$ cat config.mk
export PLATFORM = sky130hd
export DESIGN_NAME = multilevel_priority_round_robin_queue_top
export DESIGN_NICKNAME = d
export VERILOG_FILES = /design/src/hdl/mprq_pkg.sv /design/src/hdl/multilevel_priority_round_robin_queue_top.sv /design/src/hdl/mprq_ram.sv
export VERILOG_INCLUDE_DIRS = /design/src /design/src/hdl
export SDC_FILE = /design/constraint.sdc
export NUM_CORES = 2
export LEC_CHECK = 0
export ABC_AREA = 0
export ABC_CLOCK_PERIOD_IN_PS = 8950
export BUFFER_PORTS_ARGS = -buffer_cell sky130_fd_sc_hd__buf_2
export CORE_UTILIZATION = 55
export DETAILED_ROUTE_END_ITERATION = 12
export PLACE_DENSITY_LB_ADDON = 0.15
export SETUP_SLACK_MARGIN = 0.2
export SYNTH_ARGS = -nofsm -noshare
export SYNTH_HDL_FRONTEND = slang
export SYNTH_HIERARCHICAL = 1
export SYNTH_SLANG_ARGS = --single-unit
export TNS_END_PERCENT = 10
$ cat constraint.sdc
create_clock -name i_clk -period 8.95 [get_ports i_clk]
set_input_delay 0.4475 -clock i_clk [delete_from_list [all_inputs] [get_ports i_clk]]
set_output_delay 0.4475 -clock i_clk [all_outputs]
set_load 0.1 [all_outputs]
$ cat src/hdl/multilevel_priority_round_robin_queue_top_macros.svh
// ----------------------------------------------------------------------------
// Scheduler assertion macros
// Concurrent assertion templates shared by the scheduler RTL.
// ----------------------------------------------------------------------------
`ifndef MULTILEVEL_PRIORITY_ROUND_ROBIN_QUEUE_TOP_MACROS_SVH
`define MULTILEVEL_PRIORITY_ROUND_ROBIN_QUEUE_TOP_MACROS_SVH

// Same-cycle implication, checked outside reset.
`define MPRQ_ASSERT_NOW(lbl, clk, rst_n, ante, cons, msg) \
    lbl: assert property (@(posedge clk) disable iff (!rst_n) (ante) |-> (cons)) else $error(msg);

// Next-cycle implication, checked outside reset.
`define MPRQ_ASSERT_NEXT(lbl, clk, rst_n, ante, cons, msg) \
    lbl: assert property (@(posedge clk) disable iff (!rst_n) (ante) |=> (cons)) else $error(msg);

`endif

$ cat src/hdl/mprq_pkg.sv
`timescale 1ns / 1ps
`default_nettype none
// ----------------------------------------------------------------------------
// Multilevel priority queue package
// Constants and event codes for the round-robin run queue scheduler.
// ----------------------------------------------------------------------------
package mprq_pkg;

    localparam int NUM_TASKS_DEF  = 64;
    localparam int NUM_LEVELS_DEF = 10;

    localparam int AGING_W = 4;
    localparam logic [AGING_W-1:0] AGING_MAX   = 4'd15;
    localparam logic [AGING_W-1:0] AGING_RESET = 4'd3;

    localparam int FUNC_W = 2;
    typedef logic [FUNC_W-1:0] t_func;
    localparam t_func FUNC_ENQ  = 2'd0;
    localparam t_func FUNC_DEQ  = 2'd1;
    localparam t_func FUNC_TICK = 2'd2;

endpackage

`default_nettype wire

$ cat src/hdl/multilevel_priority_round_robin_queue_top.sv
`timescale 1ns / 1ps
`default_nettype none
// ----------------------------------------------------------------------------
// Multilevel priority round-robin run queue
// Linked-list run queues per priority level; links, levels and slice
// counters live in RAMs, level heads, tails and counts in registers.
//
//  channel   | ports                                       | handshake
//  ----------+---------------------------------------------+----------------
//  event in  | i_func, i_task_id, i_priority_req           | start / busy
//  result    | o_next_valid, o_next_task, o_resched,       | o_result_valid
//            | o_rejected                                  |
//  config    | i_cfg_wdata (aging limit)                   | i_cfg_we
//
// The RAMs are read at the transfer edge. A rotating tick then goes through
// the unlink, link and result states, searching heads in the last, and the
// strobe is registered after it. An enqueue takes link and result, a dequeue
// or plain tick unlink and result, a rejected event result only. Busy is
// high until the result strobe; the receiver cannot stall the result. Reset
// is synchronous and clears counts, queued flags and aged flags, so slice
// counters read as zero and no clearing pass is needed.
// ----------------------------------------------------------------------------
`include "multilevel_priority_round_robin_queue_top_macros.svh"

module multilevel_priority_round_robin_queue_top #(
    parameter int NUM_TASKS  = mprq_pkg::NUM_TASKS_DEF,
    parameter int NUM_LEVELS = mprq_pkg::NUM_LEVELS_DEF
) (
    input  wire logic                          i_clk,
    input  wire logic                          i_rst_n,
    input  wire logic                          start,
    output logic                               busy,
    input  wire logic [mprq_pkg::FUNC_W-1:0]   i_func,
    input  wire logic [$clog2(NUM_TASKS)-1:0]  i_task_id,
    input  wire logic [$clog2(NUM_LEVELS)-1:0] i_priority_req,
    input  wire logic                          i_cfg_we,
    input  wire logic [mprq_pkg::AGING_W-1:0]  i_cfg_wdata,
    output logic                               o_result_valid,
    output logic                               o_next_valid,
    output logic      [$clog2(NUM_TASKS)-1:0]  o_next_task,
    output logic                               o_resched,
    output logic                               o_rejected
);

    localparam int TW = $clog2(NUM_TASKS);
    localparam int LW = $clog2(NUM_LEVELS);
    localparam int CW = $clog2(NUM_TASKS + 1);
    localparam int AW = mprq_pkg::AGING_W;

    localparam logic [1:0] S_IDLE = 2'd0;
    localparam logic [1:0] S_UNL  = 2'd1;
    localparam logic [1:0] S_LNK  = 2'd2;
    localparam logic [1:0] S_RES  = 2'd3;

    logic [1:0]    r_state, n_state;
    logic [AW-1:0] r_aging_limit;

    mprq_pkg::t_func r_func;
    logic [TW-1:0]   r_tid;
    logic [LW-1:0]   r_lv, n_lv;
    logic            r_rej, n_rej;
    logic            r_rs, n_rs;
    logic            r_aged_hit;

    logic [TW-1:0] r_head  [NUM_LEVELS];
    logic [TW-1:0] r_tail  [NUM_LEVELS];
    logic [CW-1:0] r_count [NUM_LEVELS];
    logic [NUM_TASKS-1:0] r_queued;
    logic [NUM_TASKS-1:0] r_aged;

    logic r_out_valid, r_out_nv, r_out_rs, r_out_rej;
    logic [TW-1:0] r_out_task;

    // RAM ports
    logic          accept;
    logic          next_we, prev_we, lvl_we, age_we;
    logic [TW-1:0] next_waddr, prev_waddr;
    logic [TW-1:0] next_wdata, prev_wdata;
    logic [TW-1:0] next_rd, prev_rd;
    logic [LW-1:0] lvl_rd;
    logic [AW-1:0] age_rd, age_wdata;

    logic [AW-1:0] age_cur, age_new;
    logic          rotate;
    logic          found;
    logic [LW-1:0] first_lv;
    logic          id_bad, lv_bad, enq_ok, deq_ok, tick_ok;

    assign accept = start && !busy;
    assign busy   = (r_state != S_IDLE);

    mprq_ram #(.WIDTH(TW), .DEPTH(NUM_TASKS)) u_next_ram (
        .i_clk(i_clk), .i_we(next_we), .i_waddr(next_waddr), .i_wdata(next_wdata),
        .i_re(accept), .i_raddr(i_task_id), .o_rdata(next_rd)
    );
    mprq_ram #(.WIDTH(TW), .DEPTH(NUM_TASKS)) u_prev_ram (
        .i_clk(i_clk), .i_we(prev_we), .i_waddr(prev_waddr), .i_wdata(prev_wdata),
        .i_re(accept), .i_raddr(i_task_id), .o_rdata(prev_rd)
    );
    mprq_ram #(.WIDTH(LW), .DEPTH(NUM_TASKS)) u_level_ram (
        .i_clk(i_clk), .i_we(lvl_we), .i_waddr(r_tid), .i_wdata(r_lv),
        .i_re(accept), .i_raddr(i_task_id), .o_rdata(lvl_rd)
    );
    mprq_ram #(.WIDTH(AW), .DEPTH(NUM_TASKS)) u_aging_ram (
        .i_clk(i_clk), .i_we(age_we), .i_waddr(r_tid), .i_wdata(age_wdata),
        .i_re(accept), .i_raddr(i_task_id), .o_rdata(age_rd)
    );

    // Acceptance checks use only the flag vectors, so rejection is known at once.
    always_comb begin
        id_bad  = ({1'b0, i_task_id} >= (TW+1)'(NUM_TASKS));
        lv_bad  = ({1'b0, i_priority_req} >= (LW+1)'(NUM_LEVELS));
        enq_ok  = (i_func == mprq_pkg::FUNC_ENQ) && !r_queued[i_task_id] && !lv_bad;
        deq_ok  = (i_func == mprq_pkg::FUNC_DEQ) && r_queued[i_task_id];
        tick_ok = (i_func == mprq_pkg::FUNC_TICK) && r_queued[i_task_id];
    end

    // Slice counter of the ticked task; a never-written entry reads as zero.
    always_comb begin
        age_cur = r_aged_hit ? age_rd : '0;
        age_new = (age_cur == mprq_pkg::AGING_MAX) ? age_cur : age_cur + AW'(1);
        rotate  = (age_new > r_aging_limit);
    end

    // Sequencer and RAM write selection.
    always_comb begin
        n_state    = r_state;
        n_lv       = r_lv;
        n_rej      = r_rej;
        n_rs       = r_rs;
        next_we    = 1'b0;
        prev_we    = 1'b0;
        lvl_we     = 1'b0;
        age_we     = 1'b0;
        next_waddr = next_rd;
        next_wdata = r_tid;
        prev_waddr = r_tid;
        prev_wdata = prev_rd;
        age_wdata  = age_new;
        unique case (r_state)
            S_IDLE: begin
                if (accept) begin
                    n_lv  = i_priority_req;
                    n_rs  = 1'b0;
                    n_rej = id_bad || !(enq_ok || deq_ok || tick_ok);
                    priority if (n_rej) begin
                        n_state = S_RES;
                    end else if (i_func == mprq_pkg::FUNC_ENQ) begin
                        n_state = S_LNK;
                    end else begin
                        n_state = S_UNL;
                    end
                end
            end
            S_UNL: begin
                n_lv = lvl_rd;
                if (r_func == mprq_pkg::FUNC_TICK) begin
                    age_we    = 1'b1;
                    age_wdata = rotate ? '0 : age_new;
                    n_rs      = rotate;
                end
                // Middle entry: bridge its neighbors around it.
                if ((r_func == mprq_pkg::FUNC_DEQ || rotate) && r_count[lvl_rd] > CW'(1)
                        && r_head[lvl_rd] != r_tid && r_tail[lvl_rd] != r_tid) begin
                    next_we    = 1'b1;
                    next_waddr = prev_rd;
                    next_wdata = next_rd;
                    prev_we    = 1'b1;
                    prev_waddr = next_rd;
                    prev_wdata = prev_rd;
                end
                n_state = (r_func == mprq_pkg::FUNC_TICK && rotate) ? S_LNK : S_RES;
            end
            S_LNK: begin
                lvl_we = (r_func == mprq_pkg::FUNC_ENQ);
                if (r_count[r_lv] != '0) begin
                    next_we    = 1'b1;
                    next_waddr = r_tail[r_lv];
                    next_wdata = r_tid;
                    prev_we    = 1'b1;
                    prev_waddr = r_tid;
                    prev_wdata = r_tail[r_lv];
                end
                n_state = S_RES;
            end
            S_RES: begin
                n_state = S_IDLE;
            end
            default: begin
                n_state = S_IDLE;
            end
        endcase
    end

    // Most urgent nonempty level.
    always_comb begin
        found    = 1'b0;
        first_lv = '0;
        for (int i = NUM_LEVELS - 1; i >= 0; i--) begin
            if (r_count[i] != '0) begin
                found    = 1'b1;
                first_lv = LW'(i);
            end
        end
    end

    always_ff @(posedge i_clk) begin
        if (!i_rst_n) begin
            r_state       <= S_IDLE;
            r_aging_limit <= mprq_pkg::AGING_RESET;
            r_queued      <= '0;
            r_aged        <= '0;
            r_out_valid   <= 1'b0;
            for (int i = 0; i < NUM_LEVELS; i++) begin
                r_count[i] <= '0;
            end
        end else begin
            r_state     <= n_state;
            r_out_valid <= (r_state == S_RES);
            if (i_cfg_we) begin
                r_aging_limit <= i_cfg_wdata;
            end
            if (age_we) begin
                r_aged[r_tid] <= 1'b1;
            end
            if (r_state == S_UNL && (r_func == mprq_pkg::FUNC_DEQ || rotate)) begin
                r_count[lvl_rd] <= r_count[lvl_rd] - CW'(1);
                if (r_func == mprq_pkg::FUNC_DEQ) begin
                    r_queued[r_tid] <= 1'b0;
                end
            end
            if (r_state == S_LNK) begin
                r_count[r_lv] <= r_count[r_lv] + CW'(1);
                r_queued[r_tid] <= 1'b1;
            end
        end
    end

    // Payload and list-end registers.
    always_ff @(posedge i_clk) begin
        r_lv  <= n_lv;
        r_rej <= n_rej;
        r_rs  <= n_rs;
        if (accept) begin
            r_func     <= i_func;
            r_tid      <= i_task_id;
            r_aged_hit <= r_aged[i_task_id];
        end
        if (r_state == S_UNL && (r_func == mprq_pkg::FUNC_DEQ || rotate)
                && r_count[lvl_rd] > CW'(1)) begin
            priority if (r_head[lvl_rd] == r_tid) begin
                r_head[lvl_rd] <= next_rd;
            end else if (r_tail[lvl_rd] == r_tid) begin
                r_tail[lvl_rd] <= prev_rd;
            end
        end
        if (r_state == S_LNK) begin
            if (r_count[r_lv] == '0) begin
                r_head[r_lv] <= r_tid;
            end
            r_tail[r_lv] <= r_tid;
        end
        if (r_state == S_RES) begin
            r_out_nv   <= found;
            r_out_task <= found ? r_head[first_lv] : '0;
            r_out_rs   <= r_rs && !r_rej;
            r_out_rej  <= r_rej;
        end
    end

    assign o_result_valid = r_out_valid;
    assign o_next_valid   = r_out_nv;
    assign o_next_task    = r_out_task;
    assign o_resched      = r_out_rs;
    assign o_rejected     = r_out_rej;

    `MPRQ_ASSERT_NEXT(a_accept_busy, i_clk, i_rst_n, accept, busy, "busy not raised after transfer")
    `MPRQ_ASSERT_NEXT(a_res_strobe, i_clk, i_rst_n, r_state == S_RES, o_result_valid, "result strobe missing")
    `MPRQ_ASSERT_NOW(a_empty_task, i_clk, i_rst_n, o_result_valid && !o_next_valid, o_next_task == '0, "task id on empty result")
    `MPRQ_ASSERT_NOW(a_rej_rs, i_clk, i_rst_n, o_result_valid && o_rejected, !o_resched, "reschedule on rejected event")

endmodule

`default_nettype wire

$ cat src/hdl/mprq_ram.sv
`timescale 1ns / 1ps
`default_nettype none
// ----------------------------------------------------------------------------
// Generic simple dual-port RAM
// One write port and one read port with registered read data.
// ----------------------------------------------------------------------------
module mprq_ram #(
    parameter int WIDTH = 8,
    parameter int DEPTH = 64
) (
    input  wire logic                     i_clk,
    input  wire logic                     i_we,
    input  wire logic [$clog2(DEPTH)-1:0] i_waddr,
    input  wire logic [WIDTH-1:0]         i_wdata,
    input  wire logic                     i_re,
    input  wire logic [$clog2(DEPTH)-1:0] i_raddr,
    output logic      [WIDTH-1:0]         o_rdata
);

    logic [WIDTH-1:0] r_mem [DEPTH];

    always_ff @(posedge i_clk) begin
        if (i_we) begin
            r_mem[i_waddr] <= i_wdata;
        end
        if (i_re) begin
            o_rdata <= r_mem[i_raddr];
        end
    end

endmodule

`default_nettype wire
Word-level counts from Yosys, hierarchy flattened. Memories as Yosys holds them, arrays and structs flattened. A register that Yosys moved wholly into a read port is not among the register bits. Index checks and enable logic that the tools add are counted.

Register bits after elaboration: 153. Memories kept: 7. Logic and storage cells: 190. Output and inout bits: 11. ROM bits: 0. Bits of input ports: 20. Memory bits (writable): 1470. Latch bits: 0.

Memory list: u_next_ram.r_mem (depth 64, bits a word 6, read ports 1, clocked after Yosys merged registers in 1, write ports 1, RTL line mprq_ram.sv:20) `logic [WIDTH-1:0] r_mem [DEPTH];`; u_prev_ram.r_mem (depth 64, bits a word 6, read ports 1, clocked after Yosys merged registers in 1, write ports 1, RTL line mprq_ram.sv:20); u_aging_ram.r_mem (depth 64, bits a word 4, read ports 1, clocked after Yosys merged registers in 1, write ports 1, RTL line mprq_ram.sv:20); u_level_ram.r_mem (depth 64, bits a word 4, read ports 1, clocked after Yosys merged registers in 1, write ports 1, RTL line mprq_ram.sv:20); r_count (depth 10, bits a word 7, read ports 12, clocked after Yosys merged registers in 1, write ports 10, RTL line multilevel_priority_round_robin_queue_top.sv:67) `logic [CW-1:0] r_count [NUM_LEVELS];`; r_head (depth 10, bits a word 6, read ports 2, clocked after Yosys merged registers in 1, write ports 1, RTL line multilevel_priority_round_robin_queue_top.sv:65) `logic [TW-1:0] r_head [NUM_LEVELS];`; +1 memories.

Multiply operators: 0. Bitwise gates (word level): 4. Multiplexer cells: 96. Div/mod/pow operators: 0. Magnitude comparators: 6. Equality and inequality tests: 14. Reductions and logical operators: 46. Shift operators: 0. $add $sub $neg: 3.

Operators with widths (count): $mux 64 (4); $or 64x64->64 (2); $mux 4 (22); $reduce_bool 7->1 (11); $and 64x64->64 (1); $not 64->64 (1); $mux 1 (49); $mux 6 (8); $lt 6x7->1 const B (2); $mux 7 (2); $reduce_or 7->1 (2); $logic_and 1x1->1 (13); $bmux 1 s6 (2); $eq 6x6->1 (2); $ne 6x6->1 (2); $pmux 6 s2 (1); $reduce_or 6->1 (2); $eq 2x2->1 const B (4); $pmux 2 s4 (1); $pmux 4 s2 (1); $add 7x1->7 const B (1); $gt 7x1->1 const B (1); $logic_not 7->1 (1); $sub 7x1->7 const B (1); 16 further kinds (33).

Logic depth before layout (Yosys ltp). An unclocked memory read counts as a cell.

Depth after elaboration: 13. Depth in mapped cells: 20. Depth with buffers taken out: 18.

Modules after synthesis. The synthesis kept the hierarchy.

Modules (own cells, without submodules): mprq_ram at u_next_ram ... (cells an instance 720, sequential area each 11711.2 um2, instances 2, area an instance 15285.9 um2); mprq_ram at u_aging_ram ... (cells an instance 521, sequential area each 7807.5 um2, instances 2, area an instance 10447.5 um2); multilevel_priority_round_robin_queue_top (cells an instance 1733, sequential area each 10470.0 um2, instances 1, area an instance 20510.9 um2).

Worst setup path before layout. No wires, ideal clock.

Kind: reg-to-reg. Start: reg r_aged_hit. End: mem u_prev_ram/r_mem[33][0] (netlist name) (enable). Period minus slack after synthesis: 7.346 ns. Buffers on the path: 1. Library setup time: 0.364 ns. Cell stages (with the launch flop): 17. Required time: 8.586 ns. Slack: 1.604 ns. Arrival time: 6.982 ns. Cell sequence: edfxtp_1 > and2_1 > ha_1 > nand4_1 > mux2_2 > ha_1 > nor2b_1 > o21a_1 > o21a_1 > o21ai_0 > o21ai_0 > nand3_2 > nor2_1 > buf_6 > o21ai_0 > nand3_1 > nor2_1.

Elaborated cells on any way between the ends: 15. Those cells by class: add/sub (1); order compare (1); eq/ne (1); mux (8); reduce/logical (4).

RTL lines: from (decl) (RTL line multilevel_priority_round_robin_queue_top.sv:63) `logic r_aged_hit;`; from (signal assigned) (RTL line multilevel_priority_round_robin_queue_top.sv:247) `r_aged_hit <= r_aged[i_task_id];`; $mux 4 (*) (RTL line multilevel_priority_round_robin_queue_top.sv:120) `age_cur = r_aged_hit ? age_rd : '0;`; $add 4x1->4 / $eq 4x4->1 (equally long branches) (RTL line multilevel_priority_round_robin_queue_top.sv:121) `age_new = (age_cur == mprq_pkg::AGING_MAX) ? age_cur : age_cur + AW'(1);`; $mux 4 (*) (RTL line multilevel_priority_round_robin_queue_top.sv:121); $gt 4x4->1 (*) (RTL line multilevel_priority_round_robin_queue_top.sv:122) `rotate = (age_new > r_aging_limit);`; $logic_or 1x1->1 (*) (RTL line multilevel_priority_round_robin_queue_top.sv:163) `if ((r_func == mprq_pkg::FUNC_DEQ || rotate) && r_count[lvl_rd] > CW'(1)`; $logic_and 1x1->1 (*) (RTL line multilevel_priority_round_robin_queue_top.sv:163); $logic_and 1x1->1 (*) (2 in a row) (RTL line multilevel_priority_round_robin_queue_top.sv:164) `&& r_head[lvl_rd] != r_tid && r_tail[lvl_rd] != r_tid) begin`; $mux 6 (*) (2 in a row); via next_wdata[0] (RTL line multilevel_priority_round_robin_queue_top.sv:78) `logic [TW-1:0] next_wdata, prev_wdata;`; to (decl) (RTL line mprq_ram.sv:20).

The timed path passes the listed nets; every way through them passes the cells marked *.

Final worst setup path.
Start: reg u_level_ram.o_rdata[0], read port of u_level_ram.r_mem. End: mem u_prev_ram/r_mem[41][1] (netlist name) (enable).

Longest elaborated chain between the ends: 9. Elaborated cells on any way between the ends: 15. Those cells by class: order compare (1); eq/ne (2); mux (6); reduce/logical (3); memory (3).

RTL lines: from (decl) (RTL line mprq_ram.sv:17) `output logic [WIDTH-1:0] o_rdata`; $mem_v2 10x7; $gt 7x1->1 (RTL line multilevel_priority_round_robin_queue_top.sv:163); $logic_and 1x1->1 (RTL line multilevel_priority_round_robin_queue_top.sv:163); $logic_and 1x1->1 (RTL line multilevel_priority_round_robin_queue_top.sv:164); $logic_and 1x1->1 (*) (RTL line multilevel_priority_round_robin_queue_top.sv:164); $mux 1 (*); $pmux 1 s2 (*); via next_we (RTL line multilevel_priority_round_robin_queue_top.sv:76) `logic next_we, prev_we, lvl_we, age_we;`; $mux 1 (*) (RTL line mprq_ram.sv:23) `if (i_we) begin`; $mux 1 (implied by the code) (*) (RTL line mprq_ram.sv:24) `r_mem[i_waddr] <= i_wdata;`.

Marked as above.

==> flow_metrics.py <==
metrics = {
    "timing": {
        "drv_slew": 0,
        "fin_skew_ns": 0.02772,
        "hold_viol": 0,
        "min_period_over_period": 0.7587,
        "fmax_mhz": 147.3,
        "relSlewSlack": 0.1081,
        "setup_viol_count_final": 0,
        "tightest_slew_ns": 1.324,
        "tns_ns": 0,
        "period_minus_slack_ns": 6.790,
        "rsz0062_at_grt": "no",
        "worst_slack_ns": 2.160,
    },
    "finish": {
        "nets": 4268,
        "diodes": 0,
        "drive_above_1_share": 0.1939,
        "area_growth_pct": 10.11,
        "fin_area_um2": 79250,
    },
    "drt": {
        "via_count": 39700,
        "drc": 0,
        "antenna_left": 0,
        "firstDrtPassIters": 6,
        "routed_wl_um": 172400,
        "viasPerCell": 6.493,
        "initialDrtViolationCount": 4400,
        "wl_per_cell_um": 28.19,
    },
    "yosys": {
        "seq_area_frac_synth": 0.6878,
        "netlist_area_um2": 71980,
        "syn_avg_cell_area_um2": 17.08,
        "synth_ff_type": "edfxtp_1",
        "synth_edf_count": 1556,
        "synth_nets": 4249,
        "synth_top_area_cell": "edfxtp_1",
        "synth_warnings": 6,
        "yosysMostFrequentCell": "edfxtp_1",
        "async_flop_share": 0,
        "synthCells": 4215,
        "ys_ff_latch": 1695,
        "synthTopCellsByCount": "edfxtp_1 (1,556), nor2_1 (455), mux4_2 (390), nand2_1 (165), clkbuf_1 (156)",
        "synth.top_cell.area_share": 0.6492,
        "synth_cell_types": 78,
        "synth.area.top_cells": "edfxtp_1 (65%), mux4_2 (12%), dfxtp_1 (3.9%)",
    },
    "setup_path": {
        "crit_type": "reg2reg",
        "start_kind": "register",
        "crit_required_ns": 9.37,
        "cp_max_fo": 39,
        "arrival_ns": 7.21,
        "crit_path_end_kind": "register",
    },
    "run_status": {
        "status": "finished, final reports clean",
    },
    "place": {
        "place_area_um2": 73530,
        "port_buffers": 30,
        "place_congestion": 0.8577,
        "place_ws_ns": 2.435,
        "dp_hpwl_um": 103900,
    },
    "clock_network": {
        "htreeDepth": 4,
        "cts_made_buffers": 173,
        "clock_latency_ns": 0.80,
        "post_cts_buffers": 0,
        "clock_path_buffers": 3,
        "cts_tree": "built",
        "clockRootBuffer": "clkbuf_16",
        "path_clk_slew_ns": 0.06,
        "numClockSinks": 1695,
        "cts_resized": 0,
    },
    "floorplanning": {
        "die_w_um": 363.8,
        "ios": 31,
        "dieArea_um2": 132300,
        "core_area_um2": 129600,
        "die_h_um": 363.8,
        "initial_core_util": 0.5552,
        "num_rows": 132,
    },
    "global_routing": {
        "antenna_found_initial": 3,
        "grt_usage": 0.2638,
        "grt_pass1_wl_um": 257700,
        "busiest_layer": "met2",
        "grt_pass1_vias": 39220,
        "met2_usage": 0.4099,
        "grt_use_met3": 0.04368,
        "grt_remaining_overflow": 0,
        "grt_max_degree": 121,
        "grt_use_met1": 0.3924,
    },
    "pwr": {
        "power_density_nw_per_um2": 267.7,
        "p_leak_nw": 25.00,
        "ir_drop_mv": 0.2653,
    },
    "hold_path": {
        "min_path_type": "in2reg",
    },
    "run": {
        "drv_cap": 0,
    },
}
[through the flow]
stage	total power [mW]	util	hold WS, ns	cells
after floorplan	12.69	-	0.4271	4215
after global placement	14.24	0.5672	0.4416	5787
after detailed placement	14.28	0.5672	0.4491	5787
after CTS	21.35	0.6113	0.001882	6115
after global routing	21.94	0.6113	0.04325	6115
final	21.22	0.6113	0.06367	6115
[registers in the layout, indices dropped and copies added (netlist names), 6 cells and up, named ones only]
signal	cells
r_aged	64
u_level_ram/r_mem	256
o_next_task	6
r_queued	63
u_aging_ram/r_mem	256
u_next_ram/r_mem	384
r_count	112
r_head	60
r_tid	6
u_prev_ram/o_rdata	6
u_next_ram/o_rdata	6
u_prev_ram/r_mem	384
r_tail	60
[routing by layer]
metal / share of wire / vias to the layer above
met5: 0 / -
met4: 0.020 / 0
met3: 0.075 / 243
met2: 0.47 / 1659
met1: 0.43 / 20830
li1: - / 16970
[layout by cell type, fill, tap and decap left out, types with 16 or more instances in the layout]
| master | n |
|---|---|
| inv_1 | 35 |
| clkbuf_1 | 36 |
| o21a_1 | 50 |
| o221ai_1 | 41 |
| a31oi_1 | 24 |
| mux4_1 | 50 |
| clkinv_2 | 21 |
| a21boi_0 | 64 |
| nand3_1 | 128 |
| mux2_2 | 50 |
| nand3b_1 | 18 |
| nand2b_1 | 37 |
| xnor2_1 | 24 |
| nand2_1 | 164 |
| a21oi_1 | 41 |
| edfxtp_1 | 1556 |
| buf_2 | 24 |
| clkbuf_16 | 177 |
| o22ai_1 | 30 |
| mux4_2 | 390 |
| mux2i_1 | 99 |
| clkinv_1 | 41 |
| dfxtp_1 | 137 |
| buf_4 | 73 |
| a22oi_1 | 53 |
| a211oi_1 | 27 |
| o21ai_0 | 93 |
| nand4_1 | 16 |
| nor2b_1 | 67 |
| nor3_1 | 39 |
| nor2_1 | 454 |
[layout make-up]
class | count | area, um2
Tap cell | 1742 | 2180
Inverter | 39 | 146.4
Multi-Input combinational cell | 2206 | 20890
Fill cell | 9342 | 50400
Timing Repair Buffer | 119 | 952.2
Sequential cell | 1695 | 49510
Clock inverter | 95 | 933.4
Clock buffer | 219 | 4647
[repair_timing]
item,in CTS,in global routing
setup endpoints to repair,0,0
hold buffers,14,0
endpoints found under the hold margin,9,0
[power breakdown]
part,internal [mW],leakage (nW),switching (mW),total (mW)
Sequential,9.81,15.2,0.166,9.98
Clock,4.09,2.71,3.01,7.10
Combinational,1.11,7.04,3.04,4.14
Total,15.0,25.0,6.21,21.2
[kinds of logic (layout without fill, tap and decap cells)]
kind of cell | after synthesis | count (layout) | share of synthesized area
AOI/OAI and AO/OA | 536 | 536 | 0.05267
xor gates and xnor gates | 31 | 31 | 0.003772
adders and majority gates | 14 | 14 | 0.002434
buffers and inverters | 314 | 472 | 0.02406
DFF | 1695 | 1695 | 0.6878
muxes | 590 | 590 | 0.1620
and+or+nand+nor | 1035 | 1035 | 0.06722
[worst max-delay path, stage by stage (launching register included)]
cell and delay [ns]:
edfxtp_1 0.97, buf_12 0.37, mux4_2 0.54, a22oi_1 0.27, nand2_1 0.15, ha_1 0.21, o211ai_1 0.48, nand3_2 0.18
nor2_1 0.22, buf_4 0.24, inv_1 0.10, a21oi_1 0.97, nand3_1 0.95, nor2_1 0.71
[final timing paths]
path,from,endpoint,slack [ns],depth (start not counted)
min reg2reg,r_aged[31]$_SDFFE_PN0P_,r_aged[31]$_SDFFE_PN0P_,0.46,1
min,i_priority_req[2],r_lv[2]$_DFFE_PP_,0.06,2
max reg2reg,u_level_ram/o_rdata[0]$_DFFE_PP_,u_prev_ram/r_mem[41][1]$_DFFE_PP_,2.16,13
max,u_level_ram/o_rdata[0]$_DFFE_PP_,u_prev_ram/r_mem[41][1]$_DFFE_PP_,2.16,13
No activity file was read; power rests on OpenSTA's default activity.
